**src/hdl/tsqf_pkg.sv**
```systemverilog
// Shared types and constants of the text segment quality filter.
package tsqf_pkg;

    localparam int FRAC_BITS  = 16;
    localparam int GUARD_BITS = 16;
    localparam int NB         = FRAC_BITS + GUARD_BITS;
    localparam int CW         = 17;
    localparam int DW         = 35;
    localparam int QDEPTH     = 4;
    localparam int QAW        = $clog2(QDEPTH);

    localparam logic [CW-1:0] SEG_MAX = CW'(65536);
    localparam logic [CW-1:0] ONE_Q   = CW'(1 << FRAC_BITS);
    localparam logic [7:0]    SPACE_B = 8'h20;

    // Full-scale points of the length and word sub-scores
    localparam int LEN_FULL   = 240;
    localparam int WORDS_FULL = 40;

    // Reciprocal constants for the fixed-divisor sub-scores and the final scale
    localparam logic [24:0] LEN_K    = 25'd17895697;  // (2^28 - 1) / 15
    localparam logic [7:0]  LEN_R15  = 8'd137;        // about 2^11 / 15
    localparam logic [26:0] WORDS_K  = 27'd107374182; // (2^29 - 2) / 5
    localparam logic [7:0]  WORDS_R5 = 8'd205;        // about 2^10 / 5
    localparam logic [19:0] SCORE_R5 = 20'd838861;    // ceil(2^22 / 5)

    // Register indexes
    localparam logic [1:0] REG_MIN_CHARS = 2'd0;
    localparam logic [1:0] REG_MIN_WORDS = 2'd1;
    localparam logic [1:0] REG_MIN_CONF  = 2'd2;
    localparam logic [1:0] REG_MAX_RATIO = 2'd3;

    // Status and reason codes
    localparam logic [1:0] ST_KEPT     = 2'd0;
    localparam logic [1:0] ST_REPAIRED = 2'd1;
    localparam logic [1:0] ST_DISCARD  = 2'd2;
    localparam logic [2:0] RS_NONE     = 3'd0;
    localparam logic [2:0] RS_EMPTY    = 3'd1;
    localparam logic [2:0] RS_SHORT    = 3'd2;
    localparam logic [2:0] RS_LOWCONF  = 3'd3;
    localparam logic [2:0] RS_NOISE    = 3'd4;
    localparam logic [2:0] RS_NOSEM    = 3'd5;

    localparam logic KIND_BYTE = 1'b0;
    localparam logic KIND_SUM  = 1'b1;

    typedef struct packed {
        logic [7:0]    in_byte;
        logic          has_byte;
        logic [CW-1:0] confidence;
        logic          seg_last;
    } in_t;

    typedef struct packed {
        logic          kind;
        logic [7:0]    out_byte;
        logic [1:0]    status;
        logic [2:0]    reason;
        logic [CW-1:0] quality;
        logic          last;
    } out_t;

    typedef struct packed {
        logic [CW-1:0] min_chars;
        logic [CW-1:0] min_words;
        logic [CW-1:0] min_conf;
        logic [CW-1:0] max_ratio;
    } cfg_t;

    // One queued work item: optional space, optional byte, optional summary snapshot
    typedef struct packed {
        logic          sp;
        logic          bv;
        logic [7:0]    byte_v;
        logic          last;
        logic          changed;
        logic [CW-1:0] conf;
        logic [CW-1:0] vis;
        logic [CW-1:0] sym;
        logic [CW-1:0] words;
        logic [CW-1:0] letters;
        logic [CW-1:0] longw;
    } entry_t;

endpackage

```
**src/hdl/tsqf_front.sv**
```systemverilog
// Front end: classifies input bytes, tracks segment counters, pushes work entries.
module tsqf_front (
    input  logic             aclk,
    input  logic             aresetn,
    input  logic             s_valid,
    output logic             s_ready,
    input  tsqf_pkg::in_t    s_data,
    input  logic             q_full,
    output logic             q_push,
    output tsqf_pkg::entry_t q_entry
);

    logic                    seen_reg, pend_reg, prev_reg, chg_reg;
    logic                    seen_next, pend_next, prev_next, chg_next;
    logic [tsqf_pkg::CW-1:0] vis_reg, sym_reg, words_reg, let_reg, long_reg;
    logic [tsqf_pkg::CW-1:0] vis_next, sym_next, words_next, let_next, long_next;
    logic [1:0]              wl_reg, wl_next;
    logic                    ws, alpha, alnum, sp_emit, accept;
    logic [7:0]              b;

    function automatic logic [tsqf_pkg::CW-1:0] sat_inc(input logic [tsqf_pkg::CW-1:0] c);
        return (c < tsqf_pkg::SEG_MAX) ? c + 1'b1 : c;
    endfunction

    assign s_ready = !q_full;
    assign accept  = s_valid && s_ready;
    assign b       = s_data.in_byte;
    assign ws      = (b == tsqf_pkg::SPACE_B) || (b >= 8'h09 && b <= 8'h0D);
    assign alpha   = (b >= 8'h41 && b <= 8'h5A) || (b >= 8'h61 && b <= 8'h7A);
    assign alnum   = alpha || (b >= 8'h30 && b <= 8'h39);

    // Per-byte counter update and entry build
    always_comb begin
        seen_next  = seen_reg;
        pend_next  = pend_reg;
        prev_next  = prev_reg;
        chg_next   = chg_reg;
        vis_next   = vis_reg;
        sym_next   = sym_reg;
        words_next = words_reg;
        let_next   = let_reg;
        long_next  = long_reg;
        wl_next    = wl_reg;
        sp_emit    = 1'b0;
        if (s_data.has_byte) begin
            if (ws) begin
                if (b != tsqf_pkg::SPACE_B || prev_reg || !seen_reg) begin
                    chg_next = 1'b1;
                end
                if (seen_reg) begin
                    pend_next = 1'b1;
                end
                prev_next = 1'b1;
                wl_next   = 2'd0;
            end else begin
                sp_emit   = pend_reg;
                pend_next = 1'b0;
                if (!seen_reg || prev_reg) begin
                    words_next = sat_inc(words_reg);
                    wl_next    = 2'd0;
                end
                seen_next = 1'b1;
                prev_next = 1'b0;
                vis_next  = sat_inc(vis_reg);
                if (!alnum) begin
                    sym_next = sat_inc(sym_reg);
                end
                if (alpha) begin
                    let_next = sat_inc(let_reg);
                    if (wl_next != 2'd3) begin
                        wl_next = wl_next + 2'd1;
                        if (wl_next == 2'd3) begin
                            long_next = sat_inc(long_reg);
                        end
                    end
                end
            end
        end

        q_entry.sp      = sp_emit;
        q_entry.bv      = s_data.has_byte && !ws;
        q_entry.byte_v  = b;
        q_entry.last    = s_data.seg_last;
        q_entry.changed = chg_next || prev_next;
        q_entry.conf    = s_data.confidence;
        q_entry.vis     = vis_next;
        q_entry.sym     = sym_next;
        q_entry.words   = words_next;
        q_entry.letters = let_next;
        q_entry.longw   = long_next;
        q_push = accept && (q_entry.bv || s_data.seg_last);

        // Segment close clears all tracking state
        if (s_data.seg_last) begin
            seen_next  = 1'b0;
            pend_next  = 1'b0;
            prev_next  = 1'b0;
            chg_next   = 1'b0;
            vis_next   = '0;
            sym_next   = '0;
            words_next = '0;
            let_next   = '0;
            long_next  = '0;
            wl_next    = 2'd0;
        end
    end

    always_ff @(posedge aclk) begin
        if (!aresetn) begin
            seen_reg  <= 1'b0;
            pend_reg  <= 1'b0;
            prev_reg  <= 1'b0;
            chg_reg   <= 1'b0;
            vis_reg   <= '0;
            sym_reg   <= '0;
            words_reg <= '0;
            let_reg   <= '0;
            long_reg  <= '0;
            wl_reg    <= 2'd0;
        end else if (accept) begin
            seen_reg  <= seen_next;
            pend_reg  <= pend_next;
            prev_reg  <= prev_next;
            chg_reg   <= chg_next;
            vis_reg   <= vis_next;
            sym_reg   <= sym_next;
            words_reg <= words_next;
            let_reg   <= let_next;
            long_reg  <= long_next;
            wl_reg    <= wl_next;
        end
    end

endmodule

```
**src/hdl/tsqf_queue.sv**
```systemverilog
// Short work queue between front end and back end.
module tsqf_queue (
    input  logic             aclk,
    input  logic             aresetn,
    input  logic             push,
    input  tsqf_pkg::entry_t push_data,
    input  logic             pop,
    output tsqf_pkg::entry_t pop_data,
    output logic             full,
    output logic             empty
);

    tsqf_pkg::entry_t        slot_reg [tsqf_pkg::QDEPTH];
    logic [tsqf_pkg::QAW-1:0] wptr_reg, rptr_reg;
    logic [tsqf_pkg::QAW:0]   cnt_reg;

    assign full     = (cnt_reg == (tsqf_pkg::QAW+1)'(tsqf_pkg::QDEPTH));
    assign empty    = (cnt_reg == '0);
    assign pop_data = slot_reg[rptr_reg];

    // Slot storage
    always_ff @(posedge aclk) begin
        if (push) begin
            slot_reg[wptr_reg] <= push_data;
        end
    end

    // Pointers and fill count
    always_ff @(posedge aclk) begin
        if (!aresetn) begin
            wptr_reg <= '0;
            rptr_reg <= '0;
            cnt_reg  <= '0;
        end else begin
            if (push) wptr_reg <= wptr_reg + 1'b1;
            if (pop)  rptr_reg <= rptr_reg + 1'b1;
            if (push && !pop)      cnt_reg <= cnt_reg + 1'b1;
            else if (pop && !push) cnt_reg <= cnt_reg - 1'b1;
        end
    end

endmodule

```
**src/hdl/tsqf_div.sv**
```systemverilog
// Iterative restoring divider, one quotient bit per cycle.
module tsqf_div (
    input  logic                    aclk,
    input  logic                    aresetn,
    input  logic                    start,
    input  logic [tsqf_pkg::DW-1:0] rem_init,
    input  logic [tsqf_pkg::DW-1:0] den,
    input  logic [tsqf_pkg::NB-1:0] num_bits,
    output logic                    done,
    output logic [tsqf_pkg::NB-1:0] quo
);

    logic [tsqf_pkg::DW-1:0] r_reg, den_reg, r_shift;
    logic [tsqf_pkg::NB-1:0] d_reg, q_reg;
    logic [5:0]              cnt_reg;
    logic                    busy_reg, done_reg, ge;

    assign r_shift = {r_reg[tsqf_pkg::DW-2:0], d_reg[tsqf_pkg::NB-1]};
    assign ge      = (r_shift >= den_reg);
    assign done    = done_reg;
    assign quo     = q_reg;

    always_ff @(posedge aclk) begin
        if (!aresetn) begin
            busy_reg <= 1'b0;
            done_reg <= 1'b0;
            cnt_reg  <= '0;
        end else begin
            done_reg <= 1'b0;
            if (start) begin
                busy_reg <= 1'b1;
                cnt_reg  <= 6'(tsqf_pkg::NB);
            end else if (busy_reg) begin
                cnt_reg <= cnt_reg - 6'd1;
                if (cnt_reg == 6'd1) begin
                    busy_reg <= 1'b0;
                    done_reg <= 1'b1;
                end
            end
        end
    end

    // Datapath
    always_ff @(posedge aclk) begin
        if (start) begin
            r_reg   <= rem_init;
            den_reg <= den;
            d_reg   <= num_bits;
            q_reg   <= '0;
        end else if (busy_reg) begin
            r_reg <= ge ? r_shift - den_reg : r_shift;
            d_reg <= {d_reg[tsqf_pkg::NB-2:0], 1'b0};
            q_reg <= {q_reg[tsqf_pkg::NB-2:0], ge};
        end
    end

endmodule

```
**src/hdl/tsqf_back.sv**
```systemverilog
// Back end: emits cleaned bytes and computes the segment summary.
module tsqf_back (
    input  logic             aclk,
    input  logic             aresetn,
    input  tsqf_pkg::cfg_t   cfg,
    input  logic             q_empty,
    input  tsqf_pkg::entry_t q_data,
    output logic             q_pop,
    output logic             m_valid,
    input  logic             m_ready,
    output tsqf_pkg::out_t   m_data
);

    typedef enum logic [3:0] {
        S_IDLE, S_SPACE, S_BYTE, S_MUL, S_FSTART, S_FWAIT, S_SUM, S_SCALE, S_EMIT
    } state_t;

    state_t                  state_reg;
    tsqf_pkg::entry_t        ent_reg;
    tsqf_pkg::out_t          out_reg;
    logic                    out_vld_reg;
    logic [33:0]             prod_reg;
    logic [tsqf_pkg::NB:0]   f1_reg, f2_reg, f4_reg;
    logic [tsqf_pkg::CW-1:0] qres_reg;
    logic [19:0]             t_reg;

    logic                    out_free, out_load;
    logic [17:0]             len;
    logic [15:0]             l15, w5;
    logic [33:0]             vm, sm, mn;
    logic [tsqf_pkg::NB:0]   f1c, f2c, f3;
    logic [37:0]             sum;
    logic [tsqf_pkg::DW-1:0] fa, fb;
    logic [tsqf_pkg::NB-1:0] div_q;
    logic                    fsat, fzero, div_start, div_done;
    logic [2:0]              reason;
    logic [39:0]             qprod;
    logic [tsqf_pkg::CW-1:0] qclamp;

    assign out_free = !out_vld_reg || m_ready;
    assign m_valid  = out_vld_reg;
    assign m_data   = out_reg;
    assign q_pop    = (state_reg == S_IDLE) && !q_empty;

    // Output register loads on a space, a byte or the summary
    assign out_load = out_free && (((state_reg == S_SPACE) && ent_reg.sp)
                                || ((state_reg == S_BYTE) && ent_reg.bv)
                                || (state_reg == S_EMIT));

    // Summary datapath
    always_comb begin
        len = (ent_reg.vis == '0) ? 18'd0
            : 18'(ent_reg.vis) + 18'(ent_reg.words) - 18'd1;

        // Length sub-score: len * 2^28 / 15 = len * LEN_K + floor(len / 15)
        l15 = 16'(len[7:0]) * 16'(tsqf_pkg::LEN_R15);
        f1c = (len >= 18'(tsqf_pkg::LEN_FULL))
            ? (tsqf_pkg::NB+1)'(1) << tsqf_pkg::NB
            : (tsqf_pkg::NB+1)'(33'(len[7:0]) * 33'(tsqf_pkg::LEN_K))
              + (tsqf_pkg::NB+1)'(l15[15:11]);

        // Word sub-score: w * 2^29 / 5 = w * WORDS_K + floor(2w / 5)
        w5  = 16'({ent_reg.words[5:0], 1'b0}) * 16'(tsqf_pkg::WORDS_R5);
        f2c = (ent_reg.words >= tsqf_pkg::CW'(tsqf_pkg::WORDS_FULL))
            ? (tsqf_pkg::NB+1)'(1) << tsqf_pkg::NB
            : (tsqf_pkg::NB+1)'(33'(ent_reg.words[5:0]) * 33'(tsqf_pkg::WORDS_K))
              + (tsqf_pkg::NB+1)'(w5[15:10]);

        vm  = (ent_reg.vis == '0) ? 34'(cfg.max_ratio) : prod_reg;
        sm  = (ent_reg.vis == '0) ? 34'(tsqf_pkg::ONE_Q)
            : {1'b0, ent_reg.sym, 16'b0};
        mn  = (sm < vm) ? sm : vm;
        f3  = (ent_reg.conf >= tsqf_pkg::ONE_Q)
            ? (tsqf_pkg::NB+1)'(1) << tsqf_pkg::NB
            : (tsqf_pkg::NB+1)'({ent_reg.conf, 16'b0});

        // Symbol-ratio sub-score goes through the divider unless it saturates or max_ratio is zero
        fa    = tsqf_pkg::DW'(vm - mn);
        fb    = tsqf_pkg::DW'(vm);
        fzero = (cfg.max_ratio == '0);
        fsat  = (fa >= fb);
        sum   = 38'(f1_reg) * 38'd5 + 38'(f2_reg) * 38'd5 + 38'(f3) * 38'd6
              + 38'(f4_reg) * 38'd4 + (38'd10 << tsqf_pkg::GUARD_BITS);

        // Discard tests in priority order
        if (len == '0)
            reason = tsqf_pkg::RS_EMPTY;
        else if (len < 18'(cfg.min_chars) || ent_reg.words < cfg.min_words)
            reason = tsqf_pkg::RS_SHORT;
        else if (ent_reg.conf < cfg.min_conf)
            reason = tsqf_pkg::RS_LOWCONF;
        else if ({1'b0, ent_reg.sym, 16'b0} > prod_reg)
            reason = tsqf_pkg::RS_NOISE;
        else if (ent_reg.letters < 17'd12 || ent_reg.longw < 17'd2)
            reason = tsqf_pkg::RS_NOSEM;
        else
            reason = tsqf_pkg::RS_NONE;

        // Final divide by 5 as a reciprocal multiply, then clamp to 1.0
        qprod  = 40'(t_reg) * 40'(tsqf_pkg::SCORE_R5);
        qclamp = (qprod[39:22] > 18'(tsqf_pkg::ONE_Q))
               ? tsqf_pkg::ONE_Q : qprod[38:22];

        div_start = (state_reg == S_FSTART) && !fsat && !fzero;
    end

    tsqf_div u_div (
        .aclk     (aclk),
        .aresetn  (aresetn),
        .start    (div_start),
        .rem_init (fa),
        .den      (fb),
        .num_bits ('0),
        .done     (div_done),
        .quo      (div_q)
    );

    // Sequencer and output register
    always_ff @(posedge aclk) begin
        if (!aresetn) begin
            state_reg   <= S_IDLE;
            out_vld_reg <= 1'b0;
        end else begin
            if (out_load) out_vld_reg <= 1'b1;
            else if (m_ready) out_vld_reg <= 1'b0;
            case (state_reg)
                S_IDLE: begin
                    if (!q_empty) begin
                        ent_reg   <= q_data;
                        state_reg <= S_SPACE;
                    end
                end
                S_SPACE: begin
                    if (!ent_reg.sp) begin
                        state_reg <= S_BYTE;
                    end else if (out_free) begin
                        out_reg     <= '{tsqf_pkg::KIND_BYTE, tsqf_pkg::SPACE_B,
                                         tsqf_pkg::ST_KEPT, tsqf_pkg::RS_NONE, '0, 1'b0};
                        state_reg   <= S_BYTE;
                    end
                end
                S_BYTE: begin
                    if (!ent_reg.bv) begin
                        state_reg <= ent_reg.last ? S_MUL : S_IDLE;
                    end else if (out_free) begin
                        out_reg     <= '{tsqf_pkg::KIND_BYTE, ent_reg.byte_v,
                                         tsqf_pkg::ST_KEPT, tsqf_pkg::RS_NONE, '0, 1'b0};
                        state_reg   <= ent_reg.last ? S_MUL : S_IDLE;
                    end
                end
                S_MUL: begin
                    prod_reg  <= 34'(cfg.max_ratio) * 34'(ent_reg.vis);
                    f1_reg    <= f1c;
                    f2_reg    <= f2c;
                    state_reg <= S_FSTART;
                end
                S_FSTART: begin
                    if (fsat || fzero) begin
                        f4_reg    <= fzero ? '0 : (tsqf_pkg::NB+1)'(1) << tsqf_pkg::NB;
                        state_reg <= S_SUM;
                    end else begin
                        state_reg <= S_FWAIT;
                    end
                end
                S_FWAIT: begin
                    if (div_done) begin
                        f4_reg    <= {1'b0, div_q};
                        state_reg <= S_SUM;
                    end
                end
                S_SUM: begin
                    t_reg     <= sum[37:18];
                    state_reg <= S_SCALE;
                end
                S_SCALE: begin
                    qres_reg  <= qclamp;
                    state_reg <= S_EMIT;
                end
                S_EMIT: begin
                    if (out_free) begin
                        out_reg.kind     <= tsqf_pkg::KIND_SUM;
                        out_reg.out_byte <= 8'd0;
                        out_reg.status   <= (reason != tsqf_pkg::RS_NONE) ? tsqf_pkg::ST_DISCARD
                                          : (ent_reg.changed ? tsqf_pkg::ST_REPAIRED
                                                             : tsqf_pkg::ST_KEPT);
                        out_reg.reason   <= reason;
                        out_reg.quality  <= qres_reg;
                        out_reg.last     <= 1'b1;
                        state_reg        <= S_IDLE;
                    end
                end
                default: state_reg <= S_IDLE;
            endcase
        end
    end

endmodule

```
**src/hdl/text_segment_quality_filter.sv**
```systemverilog
// Top level of the text segment quality filter.
//
//   channel | dir | payload                 | handshake
//   s_      | in  | in_t  (byte, confidence) | s_valid / s_ready
//   m_      | out | out_t (byte or summary)  | m_valid / m_ready
//   cfg_    | in  | 17-bit register data     | cfg_wen, no stall
//
// The front end takes one byte per cycle while the 4-entry work queue has room.
// Each queued entry passes the back-end states IDLE, SPACE and BYTE; a segment close
// adds MUL, FSTART, SUM, SCALE, EMIT, and FWAIT for a 32-step symbol-ratio division.
// Reset is synchronous, active low, and needs no clearing pass.
// Either side may stall; the queue and the output register decouple them.
module text_segment_quality_filter (
    input  logic                    aclk,
    input  logic                    aresetn,
    input  logic                    s_valid,
    output logic                    s_ready,
    input  tsqf_pkg::in_t           s_data,
    output logic                    m_valid,
    input  logic                    m_ready,
    output tsqf_pkg::out_t          m_data,
    input  logic                    cfg_wen,
    input  logic [1:0]              cfg_index,
    input  logic [tsqf_pkg::CW-1:0] cfg_data
);

    tsqf_pkg::cfg_t   cfg_reg;
    tsqf_pkg::entry_t push_entry, pop_entry;
    logic             q_push, q_pop, q_full, q_empty;

    // Configuration registers
    always_ff @(posedge aclk) begin
        if (!aresetn) begin
            cfg_reg.min_chars <= tsqf_pkg::CW'(40);
            cfg_reg.min_words <= tsqf_pkg::CW'(5);
            cfg_reg.min_conf  <= tsqf_pkg::CW'(32768);
            cfg_reg.max_ratio <= tsqf_pkg::CW'(22938);
        end else if (cfg_wen) begin
            case (cfg_index)
                tsqf_pkg::REG_MIN_CHARS: cfg_reg.min_chars <= cfg_data;
                tsqf_pkg::REG_MIN_WORDS: cfg_reg.min_words <= cfg_data;
                tsqf_pkg::REG_MIN_CONF:  cfg_reg.min_conf  <= cfg_data;
                tsqf_pkg::REG_MAX_RATIO: cfg_reg.max_ratio <= cfg_data;
                default: ;
            endcase
        end
    end

    tsqf_front u_front (
        .aclk    (aclk),
        .aresetn (aresetn),
        .s_valid (s_valid),
        .s_ready (s_ready),
        .s_data  (s_data),
        .q_full  (q_full),
        .q_push  (q_push),
        .q_entry (push_entry)
    );

    tsqf_queue u_queue (
        .aclk      (aclk),
        .aresetn   (aresetn),
        .push      (q_push),
        .push_data (push_entry),
        .pop       (q_pop),
        .pop_data  (pop_entry),
        .full      (q_full),
        .empty     (q_empty)
    );

    tsqf_back u_back (
        .aclk    (aclk),
        .aresetn (aresetn),
        .cfg     (cfg_reg),
        .q_empty (q_empty),
        .q_data  (pop_entry),
        .q_pop   (q_pop),
        .m_valid (m_valid),
        .m_ready (m_ready),
        .m_data  (m_data)
    );

endmodule

```
**config.mk**
```make
export PLATFORM = sky130hd
export DESIGN_NAME = text_segment_quality_filter
export DESIGN_NICKNAME = d
export VERILOG_FILES = /design/src/hdl/tsqf_pkg.sv /design/src/hdl/tsqf_front.sv /design/src/hdl/tsqf_queue.sv /design/src/hdl/tsqf_div.sv /design/src/hdl/tsqf_back.sv /design/src/hdl/text_segment_quality_filter.sv
export SDC_FILE = /design/constraint.sdc
export NUM_CORES = 2
export LEC_CHECK = 0
export ABC_AREA = 1
export ABC_CLOCK_PERIOD_IN_PS = 9850
export BUFFER_PORTS_ARGS = -buffer_cell sky130_fd_sc_hd__buf_4
export CELL_PAD_IN_SITES_DETAIL_PLACEMENT = 1
export CELL_PAD_IN_SITES_GLOBAL_PLACEMENT = 1
export CORE_MARGIN = 1.5
export CORE_UTILIZATION = 24
export DETAILED_ROUTE_END_ITERATION = 8
export PLACE_DENSITY = 0.55
export SETUP_SLACK_MARGIN = 0.15
export SLEW_MARGIN = 20
export SYNTH_ARGS = -nofsm -noshare
export SYNTH_HDL_FRONTEND = slang
export SYNTH_HIERARCHICAL = 1
export SYNTH_SLANG_ARGS = --single-unit
```
**constraint.sdc**
```tcl
create_clock -name aclk -period 9.85 [get_ports aclk]
set_clock_uncertainty 0.2 [all_clocks]
set_input_delay 0.4925 -clock aclk [delete_from_list [all_inputs] [get_ports aclk]]
set_output_delay 0.4925 -clock aclk [all_outputs]
set_load 0.005 [all_outputs]
```
==> impl_metrics.json <==
{
  "port_buffers": 84,
  "worst_slack_ns": 1.05,
  "netlist_instances": 8639,
  "drive_gt1_frac": 0.0556,
  "cpPeakStageDelay_ns": 0.47,
  "final_area_mm2": 0.0880,
  "setup_violations": 0,
  "avgViaCountPerCell": 4.38,
  "cts.path.max_buffers": 3,
  "finish.utilization": 0.271,
  "yosysWarningCount": 6,
  "arrival_ns": 9.10,
  "slowest_stage": "edfxtp_1",
  "critPathMostFrequentCell": "ha_1",
  "tns_ns": 0,
  "tightest_slew_ns": 1.04,
  "drcViolationCount": 14,
  "post-route-min-period_ns": 8.80,
  "ant_nets": 0,
  "max_cap_viol_count": 0,
  "grt-ovfl-total": 0,
  "drt-pass1-iter-count": 7,
  "clockRootBuffer": "clkbuf_16",
  "die-area_mm2": 0.329,
  "fp.dieW_um": 574,
  "nets": 10000,
  "largest_reg_flops": 444,
  "cts_tree": "yes",
  "wl_per_cell_um": 17.9,
  "wl_um": 235000,
  "clkLatencyLatePin_ns": 0.78,
  "post_cts_buffers": 0,
  "rsz0062_at_grt": "false",
  "min_period_over_period": 0.893,
  "grt_usage": 0.143,
  "violations": "design-rule violations",
  "cts_buffers": 117,
  "hold_viol_final": 0,
  "synth_area_mm2": 0.0781,
  "cp_num_buf_inv": 8,
  "io_pins": 85,
  "critical_path.endpoint_type": "flop",
  "cp-start-kind": "flop",
  "avgSynthCellArea_um2": 9.04,
  "drv_slew": 0,
  "grt_pass1_wl_um": 369000,
  "drt-initial-drc-count": 2634,
  "die_h_um": 574,
  "clk_pin_slew_worst_paths_ns": 0.07,
  "cp.required_ns": 10.15,
  "path_class": "reg2reg",
  "coreArea_mm2": 0.324,
  "crit_family": "adder cells",
  "hold_path.class": "reg2reg",
  "dpl_cell_area_mm2": 0.0834,
  "vias": 57700,
  "grt_max_degree": 112,
  "cts_sinks": 1068,
  "htree_levels": 3,
  "rows": 209,
  "grt_pass1_vias": 62700,
  "slew-limit-headroom": 0.307,
  "initial_core_util": 0.241,
  "status": "complete, but fails checks",
  "place.gp.congestion": 0.837,
  "syn2layout_area_growth_pct": 12.6,
  "critPathMaxFanout": 6,
  "grt_antenna_before_repair": 10,
  "hpwl_um": 179000,
  "place_worst_setup_slack_ns": 0.312,
  "fmax_mhz": 114
}
==> path summary, 6_finish.rpt <==
check / from / to / slack, ns / cells past startpoint
max: u_back/ent_reg[34] / u_back/f1_reg[31] / 1.05 / 44
min: u_queue/rptr_reg[1] / flop / 0.22 / 1
max reg2reg: u_back/ent_reg[34] / u_back/f1_reg[31] / 1.05 / 44
min reg2reg: u_queue/rptr_reg[1] / flop / 0.22 / 1
==> timing repair <==
item / CTS / global route
hold buffers: 52 / 0
resized for setup: 0 / 8
hold endpoints to repair: 200 / 0
endpoints found under the setup margin: 0 / 143
==> final cells by class <==
class,instances,area [um2]
timing repair buffer,218,1820
clock buffer,158,3200
clock inverter,66,813
fill,37700,236000
antenna,5,12.5
inverter,1686,6350
tap,4325,5410
multi-input combinational,5633,40400
sequential,1068,29900
==> worst reg2reg max path, delay by kind of cell (launching register included) <==
family          cells  cell delay [ns]
compound gates     13             2.34
xor+xnor            1             0.14
fa+ha+maj          12             3.58
buf+inv             8             0.62
flops               1             0.47
simple gates       10             1.19
==> cells in the final DEF, fill, tap and decap left out, types with 19 or more instances in the layout <==
cell type	n
xor2_1	131
xnor2_1	98
edfxtp_1	855
clkbuf_16	118
o21ai_0	260
buf_4	161
nor2_4	21
o22ai_1	142
clkinv_2	20
a211oi_1	26
clkinv_1	22
nor4_1	34
clkbuf_1	30
inv_1	1656
fa_1	461
nand2_1	1625
o21ai_1	138
ha_1	806
nor2_2	19
a31oi_1	19
nand4_1	70
nand3b_1	50
nor3_1	59
nor2_1	778
dlygate4sd3_1	52
nand3_1	235
a21oi_1	421
dfxtp_1	211
conb_1	34
==> per-stage QoR <==
stage	hold WS, ns	std cells
6_report	0.223	13200
5_1_grt	0.253	13200
4_1_cts	0.209	13200
3_5_place_dp	0.223	12900
3_3_place_gp	0.223	12900
2_1_floorplan	0.212	8671
==> routing by layer <==
| metal | vias up | global-route usage | wire length [um] |
|---|---|---|---|
| met2 | 697 | 0.248 | 113000 |
| met1 | 28700 | 0.189 | 111000 |
| met4 | 2 | 0.0335 | 5090 |
| met5 | - | 0 | 10 |
| met3 | 271 | 0.0154 | 6780 |
| li1 | 28000 | - | - |
Power is not shown: default switching activity piles up to over one toggle a cycle in this logic, so the estimate is an artifact.
